==> config.mk <==
export PLATFORM = sky130hd
export DESIGN_NAME = replace_or_drop_line_queue
export DESIGN_NICKNAME = d
export VERILOG_FILES = /design/src/sv/rodlq_pkg.sv /design/src/sv/rodlq_cell.sv /design/src/sv/rodlq_chain.sv /design/src/sv/replace_or_drop_line_queue.sv
export SDC_FILE = /design/constraint.sdc
export NUM_CORES = 1
export LEC_CHECK = 0
export BUFFER_PORTS_ARGS = -buffer_cell sky130_fd_sc_hd__buf_2
export CAP_MARGIN = 20
export CORE_MARGIN = 1
export CORE_UTILIZATION = 45
export DETAILED_ROUTE_END_ITERATION = 16
export GPL_TIMING_DRIVEN = 1
export PLACE_DENSITY = 0.63
export SYNTH_ARGS = -nofsm -noshare
export SYNTH_HDL_FRONTEND = slang
export SYNTH_SLANG_ARGS = --single-unit
==> constraint.sdc <==
create_clock -name clk -period 4.7 [get_ports clk]
set_clock_uncertainty 0.2 [all_clocks]
set_input_delay 1.175 -clock clk [delete_from_list [all_inputs] [get_ports clk]]
set_output_delay 1.175 -clock clk [all_outputs]
set_load 0.005 [all_outputs]
==> src/sv/rodlq_pkg.sv <==
// ----------------------------------------------------------------------------
// rodlq_pkg: shared types and constants for the line request queue
// Holds the queue geometry, the entry and result records, the control bus
// that drives the cell chain, and the count saturation helper.
// ----------------------------------------------------------------------------
`default_nettype none

package rodlq_pkg;

  localparam int QUEUE_DEPTH = 32;
  localparam int IDX_W       = $clog2(QUEUE_DEPTH);
  localparam int CNT_W       = $clog2(QUEUE_DEPTH + 1);
  localparam int OUT_CNT_W   = 6;

  localparam logic [CNT_W-1:0] FULL_CNT = CNT_W'(QUEUE_DEPTH);

  // Request kinds carried on the input tuser bit.
  localparam logic OP_PUSH = 1'b0;
  localparam logic OP_POP  = 1'b1;

  // Admission policies.
  localparam logic POL_OVERLAP = 1'b0;
  localparam logic POL_REPLACE = 1'b1;

  typedef struct packed {
    logic        policy;
    logic [7:0]  group;
    logic        voice;
    logic [15:0] tag;
  } entry_t;

  typedef struct packed {
    logic                 shift;
    logic                 wr_en;
    logic [IDX_W-1:0]     wr_idx;
    entry_t               wr_data;
  } cell_ctl_t;

  typedef struct packed {
    logic [OUT_CNT_W-1:0] depth;
    logic                 head_policy;
    logic [7:0]           head_group;
    logic                 head_voice;
    logic [15:0]          head_tag;
    logic                 head_valid;
    logic                 overflow_drop;
    logic [OUT_CNT_W-1:0] replaced_count;
    logic                 accepted;
  } result_t;

  // Clamp a count to the largest value of the result count fields.
  function automatic logic [OUT_CNT_W-1:0] sat_cnt(input logic [CNT_W-1:0] v);
    logic [CNT_W+OUT_CNT_W-1:0] w;
    logic [CNT_W+OUT_CNT_W-1:0] lim;
    logic [OUT_CNT_W-1:0]       r;
    w   = {{OUT_CNT_W{1'b0}}, v};
    lim = {{CNT_W{1'b0}}, {OUT_CNT_W{1'b1}}};
    if (w > lim) begin
      r = {OUT_CNT_W{1'b1}};
    end else begin
      r = w[OUT_CNT_W-1:0];
    end
    return r;
  endfunction

endpackage

`default_nettype wire

==> src/sv/rodlq_cell.sv <==
// ----------------------------------------------------------------------------
// rodlq_cell: one queue slot
// Holds one entry. Loads a written entry when addressed, otherwise takes its
// upper neighbor's entry when the chain shifts toward the head.
// ----------------------------------------------------------------------------
`default_nettype none

module rodlq_cell (
  input  wire logic                        clk,
  input  wire rodlq_pkg::cell_ctl_t        ctl,
  input  wire logic [rodlq_pkg::IDX_W-1:0] cell_idx,
  input  wire rodlq_pkg::entry_t           nbr_in,
  output rodlq_pkg::entry_t                entry_q
);

  rodlq_pkg::entry_t entry_r;

  always_ff @(posedge clk) begin
    if (ctl.wr_en && (ctl.wr_idx == cell_idx)) begin
      entry_r <= ctl.wr_data;
    end else if (ctl.shift) begin
      entry_r <= nbr_in;
    end
  end

  assign entry_q = entry_r;

endmodule

`default_nettype wire

==> src/sv/rodlq_chain.sv <==
// ----------------------------------------------------------------------------
// rodlq_chain: row of queue slots
// Cell zero is the head. On a shift every cell takes its upper neighbor's
// entry; a write lands in the one addressed cell in the same cycle.
// ----------------------------------------------------------------------------
`default_nettype none

module rodlq_chain (
  input  wire logic                 clk,
  input  wire rodlq_pkg::cell_ctl_t ctl,
  output rodlq_pkg::entry_t         head
);

  rodlq_pkg::entry_t cell_q [rodlq_pkg::QUEUE_DEPTH];
  rodlq_pkg::entry_t nbr    [rodlq_pkg::QUEUE_DEPTH];

  for (genvar i = 0; i < rodlq_pkg::QUEUE_DEPTH; i++) begin : g_cell
    if (i == rodlq_pkg::QUEUE_DEPTH - 1) begin : g_top
      assign nbr[i] = '0;
    end else begin : g_mid
      assign nbr[i] = cell_q[i+1];
    end

    rodlq_cell u_cell (
      .clk      (clk),
      .ctl      (ctl),
      .cell_idx (rodlq_pkg::IDX_W'(i)),
      .nbr_in   (nbr[i]),
      .entry_q  (cell_q[i])
    );
  end

  assign head = cell_q[0];

endmodule

`default_nettype wire

==> src/sv/replace_or_drop_line_queue.sv <==
// Flow: a pop or a disabled push goes from idle straight to the result stage; an
// enabled push first walks the held entries when a replace policy or a full queue
// asks for it, makes one more eviction pass over all QUEUE_DEPTH entries when the
// queue is still full after the purge, and then appends.
// Throughput: one request in work; the next is taken the cycle after its result is parked.
// Reset (synchronous, rst_n low): queue empty, enable set, no result pending.
// ----------------------------------------------------------------------------
// replace_or_drop_line_queue: bounded queue of spoken-line requests
// A chain of slot cells with a walking controller. Pushes may purge queued
// same-group replace entries, evict one entry when full, then append.
// ----------------------------------------------------------------------------
`default_nettype none

module replace_or_drop_line_queue (
  input  wire logic        clk,
  input  wire logic        rst_n,
  // Configuration: the enable register.
  input  wire logic        cfg_wr_en,
  input  wire logic        cfg_wr_data,
  // Request channel.
  input  wire logic        in_tvalid,
  output logic             in_tready,
  // tdata fields from bit 0: line_tag[15:0], voice[16], group[24:17],
  // policy[25], zero fill [31:26].
  input  wire logic [31:0] in_tdata,
  // tuser fields from bit 0: op (0 push, 1 pop).
  input  wire logic        in_tuser,
  // Result channel.
  output logic             out_tvalid,
  input  wire logic        out_tready,
  // tdata fields from bit 0: accepted[0], replaced_count[6:1],
  // overflow_drop[7], head_valid[8], head_tag[24:9], head_voice[25],
  // head_group[33:26], head_policy[34], depth[40:35], zero fill [47:41].
  output logic [47:0]      out_tdata
);

  typedef enum logic [1:0] {
    S_IDLE,
    S_WALK,
    S_APPEND,
    S_OUT
  } state_t;

  localparam int CW = rodlq_pkg::CNT_W;
  localparam int IW = rodlq_pkg::IDX_W;

  // Control state.
  state_t                state_r, state_nxt;
  logic [CW-1:0]         fill_r, fill_nxt;
  logic                  enable_r;
  logic                  out_valid_r, out_valid_nxt;

  // Working registers of the current request.
  rodlq_pkg::entry_t     req_r, req_nxt;
  logic                  walk2_r, walk2_nxt;     // second pass: eviction
  logic [CW-1:0]         rem_r, rem_nxt;         // entries still to visit
  logic [CW-1:0]         kept_r, kept_nxt;       // entries kept so far
  logic [CW-1:0]         removed_r, removed_nxt; // replace removals
  logic                  any_ovl_r, any_ovl_nxt; // an overlap entry survives
  logic                  evicted_r, evicted_nxt;
  logic                  overflow_r, overflow_nxt;
  rodlq_pkg::result_t    res_r, res_nxt;
  rodlq_pkg::result_t    out_data_r, out_data_nxt;

  rodlq_pkg::cell_ctl_t  ctl;
  rodlq_pkg::entry_t     head;
  rodlq_pkg::entry_t     in_entry;

  logic                  match;
  logic                  drop;
  logic [CW-1:0]         wr_pos;

  rodlq_chain u_chain (
    .clk  (clk),
    .ctl  (ctl),
    .head (head)
  );

  assign in_entry.tag    = in_tdata[15:0];
  assign in_entry.voice  = in_tdata[16];
  assign in_entry.group  = in_tdata[24:17];
  assign in_entry.policy = in_tdata[25];

  // No request is taken while reset is held.
  assign in_tready  = (state_r == S_IDLE) && rst_n;
  assign out_tvalid = out_valid_r;
  assign out_tdata  = {7'd0, out_data_r};

  // During a walk the head entry leaves cell zero every cycle. An entry that
  // stays is written back behind the unvisited ones, right after the entries
  // already kept, so the kept entries end up packed at the head in order.
  always_comb begin
    match = !walk2_r && (req_r.policy == rodlq_pkg::POL_REPLACE) &&
            (head.policy == rodlq_pkg::POL_REPLACE) && (head.group == req_r.group);
    // Eviction takes the oldest overlap entry, or the oldest entry if the
    // queue holds only replace entries.
    if (walk2_r) begin
      drop = !evicted_r && (!any_ovl_r || (head.policy == rodlq_pkg::POL_OVERLAP));
    end else begin
      drop = match;
    end
    wr_pos = rem_r - CW'(1) + kept_r;
  end

  always_comb begin
    state_nxt     = state_r;
    fill_nxt      = fill_r;
    out_valid_nxt = out_valid_r;
    req_nxt       = req_r;
    walk2_nxt     = walk2_r;
    rem_nxt       = rem_r;
    kept_nxt      = kept_r;
    removed_nxt   = removed_r;
    any_ovl_nxt   = any_ovl_r;
    evicted_nxt   = evicted_r;
    overflow_nxt  = overflow_r;
    res_nxt       = res_r;
    out_data_nxt  = out_data_r;

    ctl         = '0;
    ctl.wr_data = head;

    if (out_valid_r && out_tready) begin
      out_valid_nxt = 1'b0;
    end

    case (state_r)
      S_IDLE: begin
        if (in_tvalid && in_tready) begin
          req_nxt = in_entry;
          res_nxt = '0;
          if (in_tuser == rodlq_pkg::OP_POP) begin
            if (fill_r != '0) begin
              ctl.shift           = 1'b1;
              fill_nxt            = fill_r - CW'(1);
              res_nxt.head_valid  = 1'b1;
              res_nxt.head_tag    = head.tag;
              res_nxt.head_voice  = head.voice;
              res_nxt.head_group  = head.group;
              res_nxt.head_policy = head.policy;
              res_nxt.depth       = rodlq_pkg::sat_cnt(fill_r - CW'(1));
            end else begin
              res_nxt.depth = rodlq_pkg::sat_cnt(fill_r);
            end
            state_nxt = S_OUT;
          end else if (!enable_r) begin
            res_nxt.depth = rodlq_pkg::sat_cnt(fill_r);
            state_nxt     = S_OUT;
          end else begin
            walk2_nxt    = 1'b0;
            rem_nxt      = fill_r;
            kept_nxt     = '0;
            removed_nxt  = '0;
            any_ovl_nxt  = 1'b0;
            evicted_nxt  = 1'b0;
            overflow_nxt = 1'b0;
            if ((fill_r != '0) && ((in_entry.policy == rodlq_pkg::POL_REPLACE) ||
                                   (fill_r == rodlq_pkg::FULL_CNT))) begin
              state_nxt = S_WALK;
            end else begin
              state_nxt = S_APPEND;
            end
          end
        end
      end

      S_WALK: begin
        ctl.shift  = 1'b1;
        ctl.wr_en  = !drop;
        ctl.wr_idx = wr_pos[IW-1:0];
        kept_nxt   = kept_r + CW'(!drop);
        rem_nxt    = rem_r - CW'(1);
        if (match) begin
          removed_nxt = removed_r + CW'(1);
        end
        if (!walk2_r && !drop && (head.policy == rodlq_pkg::POL_OVERLAP)) begin
          any_ovl_nxt = 1'b1;
        end
        if (walk2_r && drop) begin
          evicted_nxt  = 1'b1;
          overflow_nxt = 1'b1;
        end
        if (rem_r == CW'(1)) begin
          fill_nxt = kept_nxt;
          if (!walk2_r && (kept_nxt == rodlq_pkg::FULL_CNT)) begin
            // Still full after the purge: one more pass to evict an entry.
            walk2_nxt = 1'b1;
            rem_nxt   = rodlq_pkg::FULL_CNT;
            kept_nxt  = '0;
          end else begin
            state_nxt = S_APPEND;
          end
        end
      end

      S_APPEND: begin
        ctl.wr_en              = 1'b1;
        ctl.wr_idx             = fill_r[IW-1:0];
        ctl.wr_data            = req_r;
        fill_nxt               = fill_r + CW'(1);
        res_nxt.accepted       = 1'b1;
        res_nxt.replaced_count = rodlq_pkg::sat_cnt(removed_r);
        res_nxt.overflow_drop  = overflow_r;
        res_nxt.depth          = rodlq_pkg::sat_cnt(fill_r + CW'(1));
        state_nxt              = S_OUT;
      end

      S_OUT: begin
        // Park the result in the output register once it is free.
        if (!out_valid_r || out_tready) begin
          out_valid_nxt = 1'b1;
          out_data_nxt  = res_r;
          state_nxt     = S_IDLE;
        end
      end

      default: begin
        state_nxt = S_IDLE;
      end
    endcase
  end

  always_ff @(posedge clk) begin
    if (!rst_n) begin
      state_r     <= S_IDLE;
      fill_r      <= '0;
      out_valid_r <= 1'b0;
      enable_r    <= 1'b1;
    end else begin
      state_r     <= state_nxt;
      fill_r      <= fill_nxt;
      out_valid_r <= out_valid_nxt;
      if (cfg_wr_en) begin
        enable_r <= cfg_wr_data;
      end
    end
    req_r      <= req_nxt;
    walk2_r    <= walk2_nxt;
    rem_r      <= rem_nxt;
    kept_r     <= kept_nxt;
    removed_r  <= removed_nxt;
    any_ovl_r  <= any_ovl_nxt;
    evicted_r  <= evicted_nxt;
    overflow_r <= overflow_nxt;
    res_r      <= res_nxt;
    out_data_r <= out_data_nxt;
  end

endmodule

`default_nettype wire

# Word-level counts from Yosys, hierarchy flattened
# Cells that the tools add are included.
# W data, S select, Z words.
[word_totals]
ff_bits = 971
input_bits = 39
[classes]
addsub = 6
n_eq_ne = 49
n_mux = 118
n_bitwise = 1
n_reduce_logical = 101
[ops]
columns = ["cell", "n"]
rows = [
  ["$mux W26", 65],
  ["$mux W6", 17],
  ["$eq A5 B5 Y1 const B", 16],
  ["$reduce_bool A2 Y1", 34],
  ["$pmux W6 S2", 5],
  ["$mux W27", 2],
  ["$logic_and A1 B1 Y1", 44],
  ["$mux W41", 1],
  ["$eq A5 B4 Y1 const B", 8],
  ["$eq A5 B3 Y1 const B", 4],
  ["$ne A2 B2 Y1 const B", 10],
  ["$pmux W6 S3", 1],
  ["$pmux W8 S2", 1],
  ["$reduce_and A5 Y1", 3],
  ["$mux W1", 14],
  ["$mux W2", 7],
  ["$add A6 B1 Y6 const B", 2],
  ["$eq A6 B6 Y1 const B", 2],
  ["$reduce_and A4 Y1", 3],
  ["$sub A6 B1 Y6 const B", 2],
  ["$eq A5 B2 Y1 const B", 2],
  ["$eq A8 B8 Y1", 1],
  ["$pmux W1 S2", 4],
  ["$pmux W2 S4", 1],
  ["other kinds (16)", 26],
]

# Depth between registers and ports, before layout
[depth]
ltp_word = 12
depth_mapped = 14

# By module
# From an unflattened synthesis, not the netlist that was laid out.
[hier_totals]
cells_unflattened = 2455
area_unflattened_um2 = 43764.5
[modules_own_cells]
columns = ["mod", "instances", "cells_each", "area_per_inst_um2", "seq_area_each_um2"]
rows = [
  ["rodlq_cell", 32, 62, 1168.6, 780.7],
  ["replace_or_drop_line_queue", 1, 469, 6361.1, 4073.9],
  ["rodlq_chain", 1, 2, 7.5, 0.0],
]

# Least setup slack after synthesis
# Ideal clock, no wire load.
[synth_timing]
kind = "input port to flip-flop"
startpoint = "input rst_n"
endpoint = "register u_chain.g_cell[18].u_cell.entry_r (netlist bit u_chain.g_cell[18].u_cell.entry_q[0]) (enable)"
setup_time_ns = 0.383
arrival_time_ns = 3.846
required_time_ns = 4.117
slack_ns = 0.271
path_stages = 7
n_path_buf = 2
cell_sequence = "and2_1 > nand2_1 > inv_1 > a21oi_1 > buf_2 > buf_2 > nand2_1"
[synth_between]
elab_chain_cells = 5
[synth_lines]
columns = ["element", "line_no", "rtl"]
rows = [
  ["from (decl)", "replace_or_drop_line_queue.sv:16", "input wire logic rst_n,"],
  ["$logic_and A1 B1 Y1", "replace_or_drop_line_queue.sv:85", "assign in_tready = (state_r == S_IDLE) && rst_n;"],
  ["$logic_and A1 B1 Y1", "replace_or_drop_line_queue.sv:129", "if (in_tvalid && in_tready) begin"],
  ["$mux W1", "replace_or_drop_line_queue.sv:129", ""],
  ["$pmux W1 S2", "replace_or_drop_line_queue.sv:127", "case (state_r)"],
  ["$reduce_bool A2 Y1 (no source line)", "n/a", ""],
  ["to (signal assigned)", "rodlq_cell.sv:20", "entry_r <= ctl.wr_data;"],
  ["to (signal assigned)", "rodlq_cell.sv:22", "entry_r <= nbr_in;"],
  ["to (decl)", "rodlq_cell.sv:16", "rodlq_pkg::entry_t entry_r;"],
]
# Every way passes these cells.
# A chain may end at the register's enable or synchronous reset.

# Worst setup path in the final report
[layout_timing]
startpoint = "register rem_r[0]"
endpoint = "register u_chain.g_cell[19].u_cell.entry_r (netlist bit u_chain.g_cell[19].u_cell.entry_q[25]) (enable)"
[layout_between]
elab_chain_cells = 6
[layout_lines]
columns = ["element", "line_no", "rtl"]
rows = [
  ["from (decl)", "replace_or_drop_line_queue.sv:56", "logic [CW-1:0] rem_r, rem_nxt;"],
  ["from (signal assigned)", "replace_or_drop_line_queue.sv:239", "rem_r <= rem_nxt;"],
  ["$sub A6 B1 Y6", "n/a", ""],
  ["$add A5 B5 Y5", "replace_or_drop_line_queue.sv:102", "wr_pos = rem_r - CW'(1) + kept_r;"],
  ["$pmux W6 S2", "replace_or_drop_line_queue.sv:127", ""],
  ["$eq A5 B5 Y1", "rodlq_cell.sv:19", "if (ctl.wr_en && (ctl.wr_idx == cell_idx)) begin"],
  ["$logic_and A1 B1 Y1", "rodlq_cell.sv:19", ""],
  ["$reduce_bool A2 Y1 (no source line)", "n/a", ""],
  ["to (signal assigned)", "rodlq_cell.sv:20", ""],
  ["to (signal assigned)", "rodlq_cell.sv:22", ""],
  ["to (decl)", "rodlq_cell.sv:16", ""],
]
# Every way passes these cells.

==> flow_summary.json <==
{
  "worstPathRequired_ns": 4.83,
  "synth_warnings": 0,
  "start_util_pct": 45.7,
  "grt_max_degree": 42,
  "start_kind": "flop",
  "synth-edff-count": 961,
  "grt_usage_pct": 17.3,
  "postCtsHoldBufs": 0,
  "holdPathStages": 0,
  "p_sw_mw": 8.37,
  "max_clock_freq_ghz": 0.244,
  "min_path_type": "flop to flop",
  "p_per_area_mw_per_mm2": 610,
  "crit_fanout": 27,
  "overflow": 0,
  "fin_crit_sh_pct": 87.2,
  "finalPower_mw": 28.7,
  "fin_util_pct": 51.0,
  "grt_pass1_vias": 21800,
  "via_count": 20400,
  "layout_commonest_cell": "edfxtp_1",
  "port_buffers": 75,
  "grt_first_pass_wirelength_um": 127000,
  "nets": 2530,
  "netlist_area_mm2": 0.0421,
  "ys_ff_latch": 971,
  "post_cts_buffers": 0,
  "ys.flop_type": "edfxtp_1",
  "drv_cap": 0,
  "crit_arrival_ns": 4.23,
  "core_mm2": 0.0922,
  "yosys.cell_types.count": 65,
  "synth_cells": 2368,
  "tightest_slew_ns": 0.839,
  "hold_viol_final": 0,
  "cts_sinks": 971,
  "clock_path_buffers": 3,
  "status": "finished clean",
  "area.growth.synth_to_final_pct": 11.7,
  "io-pin-count": 89,
  "post_cts_resized": 0,
  "grt_setup_unrepaired": "false",
  "rows": 111,
  "worst_r2r_path_depth": 14,
  "ir_drop_mv": 0.376,
  "cts_max_level": 3,
  "die_area_mm2": 0.0948,
  "endpoint_kind": "flop",
  "cts.clk_slew.worst_paths_ns": 0.06,
  "place_congestion": 0.781,
  "clk_latency_ns": 0.67,
  "p_leak_nw": 15.9,
  "finalCriticalPeriod_ns": 4.10,
  "setup_violations": 0,
  "drv_slew": 0,
  "drtAntennaViolNets": 0,
  "critPathKind": "flop to flop",
  "die_w_um": 308,
  "avgSynthCellArea_um2": 17.8,
  "dr.pass1.iters": 5,
  "hpwlAfterDp_um": 51800,
  "p_int_mw": 20.3,
  "wirelength_um": 80700,
  "drt_iter0_drc": 1461,
  "combPwrFrac_pct": 23.9,
  "drcViolationCount": 0,
  "tns_ns": 0,
  "mostFrequentLayoutCells": "edfxtp_1, mux2_2, clkbuf_16, buf_4, buf_2",
  "die-height_um": 308,
  "async_flop_share_pct": 0,
  "yosysSeqAreaShare_pct": 69.0,
  "cts_root_buffer": "clkbuf_16",
  "antenna_found_initial": 2,
  "p_seq_share_pct": 49.9,
  "clkPwrFrac_pct": 26.2,
  "vias_per_cell": 5.38,
  "max_slew_margin_pct": 43.7,
  "cts_buffers": 101,
  "wl_per_cell_um": 21.3,
  "final_layout_size_suffix_gt1_share_pct": 45.9,
  "cts_tree": "built",
  "sw_frac_of_total_pct": 29.1
}
==> flip-flops by register name, indices dropped and copies added (netlist names) <==
register,flops
u_chain.g_cell.u_cell.entry_q,832
rem_r,6
removed_r,6
any_ovl_r,1
enable_r,1
res_r,41
state_r,2
kept_r,6
walk2_r,1
fill_r,6
req_r,26
out_tdata,41
out_tvalid,1
overflow_r,1
==> final cells by class <==
| cell class | instances | area [µm²] |
|---|---|---|
| fill | 7532 | 45200 |
| sequential | 971 | 29100 |
| multi-input combinational | 1198 | 12000 |
| clock buffer | 126 | 2660 |
| tap | 1243 | 1560 |
| timing repair buffer | 182 | 1230 |
| clock inverter | 47 | 424 |
| inverter | 20 | 75.1 |
| antenna | 1 | 2.50 |
==> cell usage after synthesis (all sizes together) (2+ instances only) <==
library cell / number / area [µm²]
edfxtp: 961 / 28900
nor2b: 32 / 200
o22ai: 5 / 31.3
inv: 20 / 75.1
or3: 2 / 12.5
mux2i: 6 / 60.1
o21ai: 13 / 65.1
clkbuf: 99 / 372
nand3b: 2 / 15.0
xor2: 9 / 78.8
buf: 86 / 631
nand3: 42 / 478
a22o: 2 / 17.5
nand2: 57 / 214
a211o: 2 / 17.5
nand2b: 4 / 25.0
a211oi: 3 / 22.5
nor3: 9 / 72.6
a21o: 2 / 15.0
dfxtp: 10 / 200
nor3b: 2 / 20.0
nor4: 6 / 97.6
nor2: 27 / 101
xnor2: 18 / 158
nand4b: 2 / 17.5
a21oi: 24 / 124
o221a: 2 / 22.5
and3: 5 / 31.3
mux2: 833 / 9380
ha: 16 / 200
a22oi: 4 / 35.0
o211ai: 5 / 37.5
nand4bb: 2 / 22.5
and2: 39 / 244
==> kinds of logic after synthesis <==
logic type                 count (synthesis)  share of synthesized area (%)
DFF                                      971                           69.0
buffers and inverters                    205                           2.56
and+or+nand+nor                          236                           3.78
AOI/OAI and AO/OA                         71                           1.10
xor gates and xnor gates                  28                          0.615
muxes                                    839                           22.4
adders and majority gates                 17                          0.523
other                                      1                        0.00890
==> critical path, cell delays in order, from the launching register on <==
cell       delay (ns)
edfxtp_1         0.41
inv_1            0.11
ha_1             0.23
xnor2_1          0.22
inv_1            0.08
ha_1             0.35
nand4bb_1        0.16
o221a_2          0.20
o311a_1          0.32
a21o_1           0.52
buf_4            0.26
nand3_2          0.08
buf_4            0.27
nand2_1          0.12
buf_4            0.23
==> per-stage QoR <==
stage | setup WS [ns] | instances | instance area (µm²) | hold WS, ns
6_report | 0.599 | 3788 | 47000 | 0.217
5_1_grt | 0.403 | 3787 | 47000 | 0.221
4_1_cts | 0.545 | 3787 | 47000 | 0.219
3_5_place_dp | 0.587 | 3614 | 44000 | 0.205
3_3_place_gp | 0.649 | 3613 | 43900 | 0.200
2_1_floorplan | 0.271 | 2374 | 42100 | 0.200
==> path summary, 6_finish.rpt <==
check             from  slack, ns                                    end
max           rem_r[0]       0.60  u_chain.g_cell[19].u_cell.entry_q[25]
min          res_r[35]       0.22                          out_tdata[35]
max reg2reg   rem_r[0]       0.60  u_chain.g_cell[19].u_cell.entry_q[25]
min reg2reg  res_r[35]       0.22                          out_tdata[35]
==> power groups by stage <==
stage	logic (mW)	clock network [mW]	registers, mW
6_report	6.87	7.53	14.3
5_1_grt	7.57	8.01	14.6
4_1_cts	7.07	7.69	14.3
3_5_place_dp	7.01	0	14.5
3_3_place_gp	6.82	0	14.4
2_1_floorplan	4.79	0	14.1
==> metal layers <==
metal  vias up  wire [µm]  GRT usage (%)
li1       9385          -              -
met1     10500      35000           22.4
met2       357      40800           30.1
met3       133       2860           2.60
met4         0       2010           5.29
met5         -          0              0
Power figures use the tool's default switching activity.
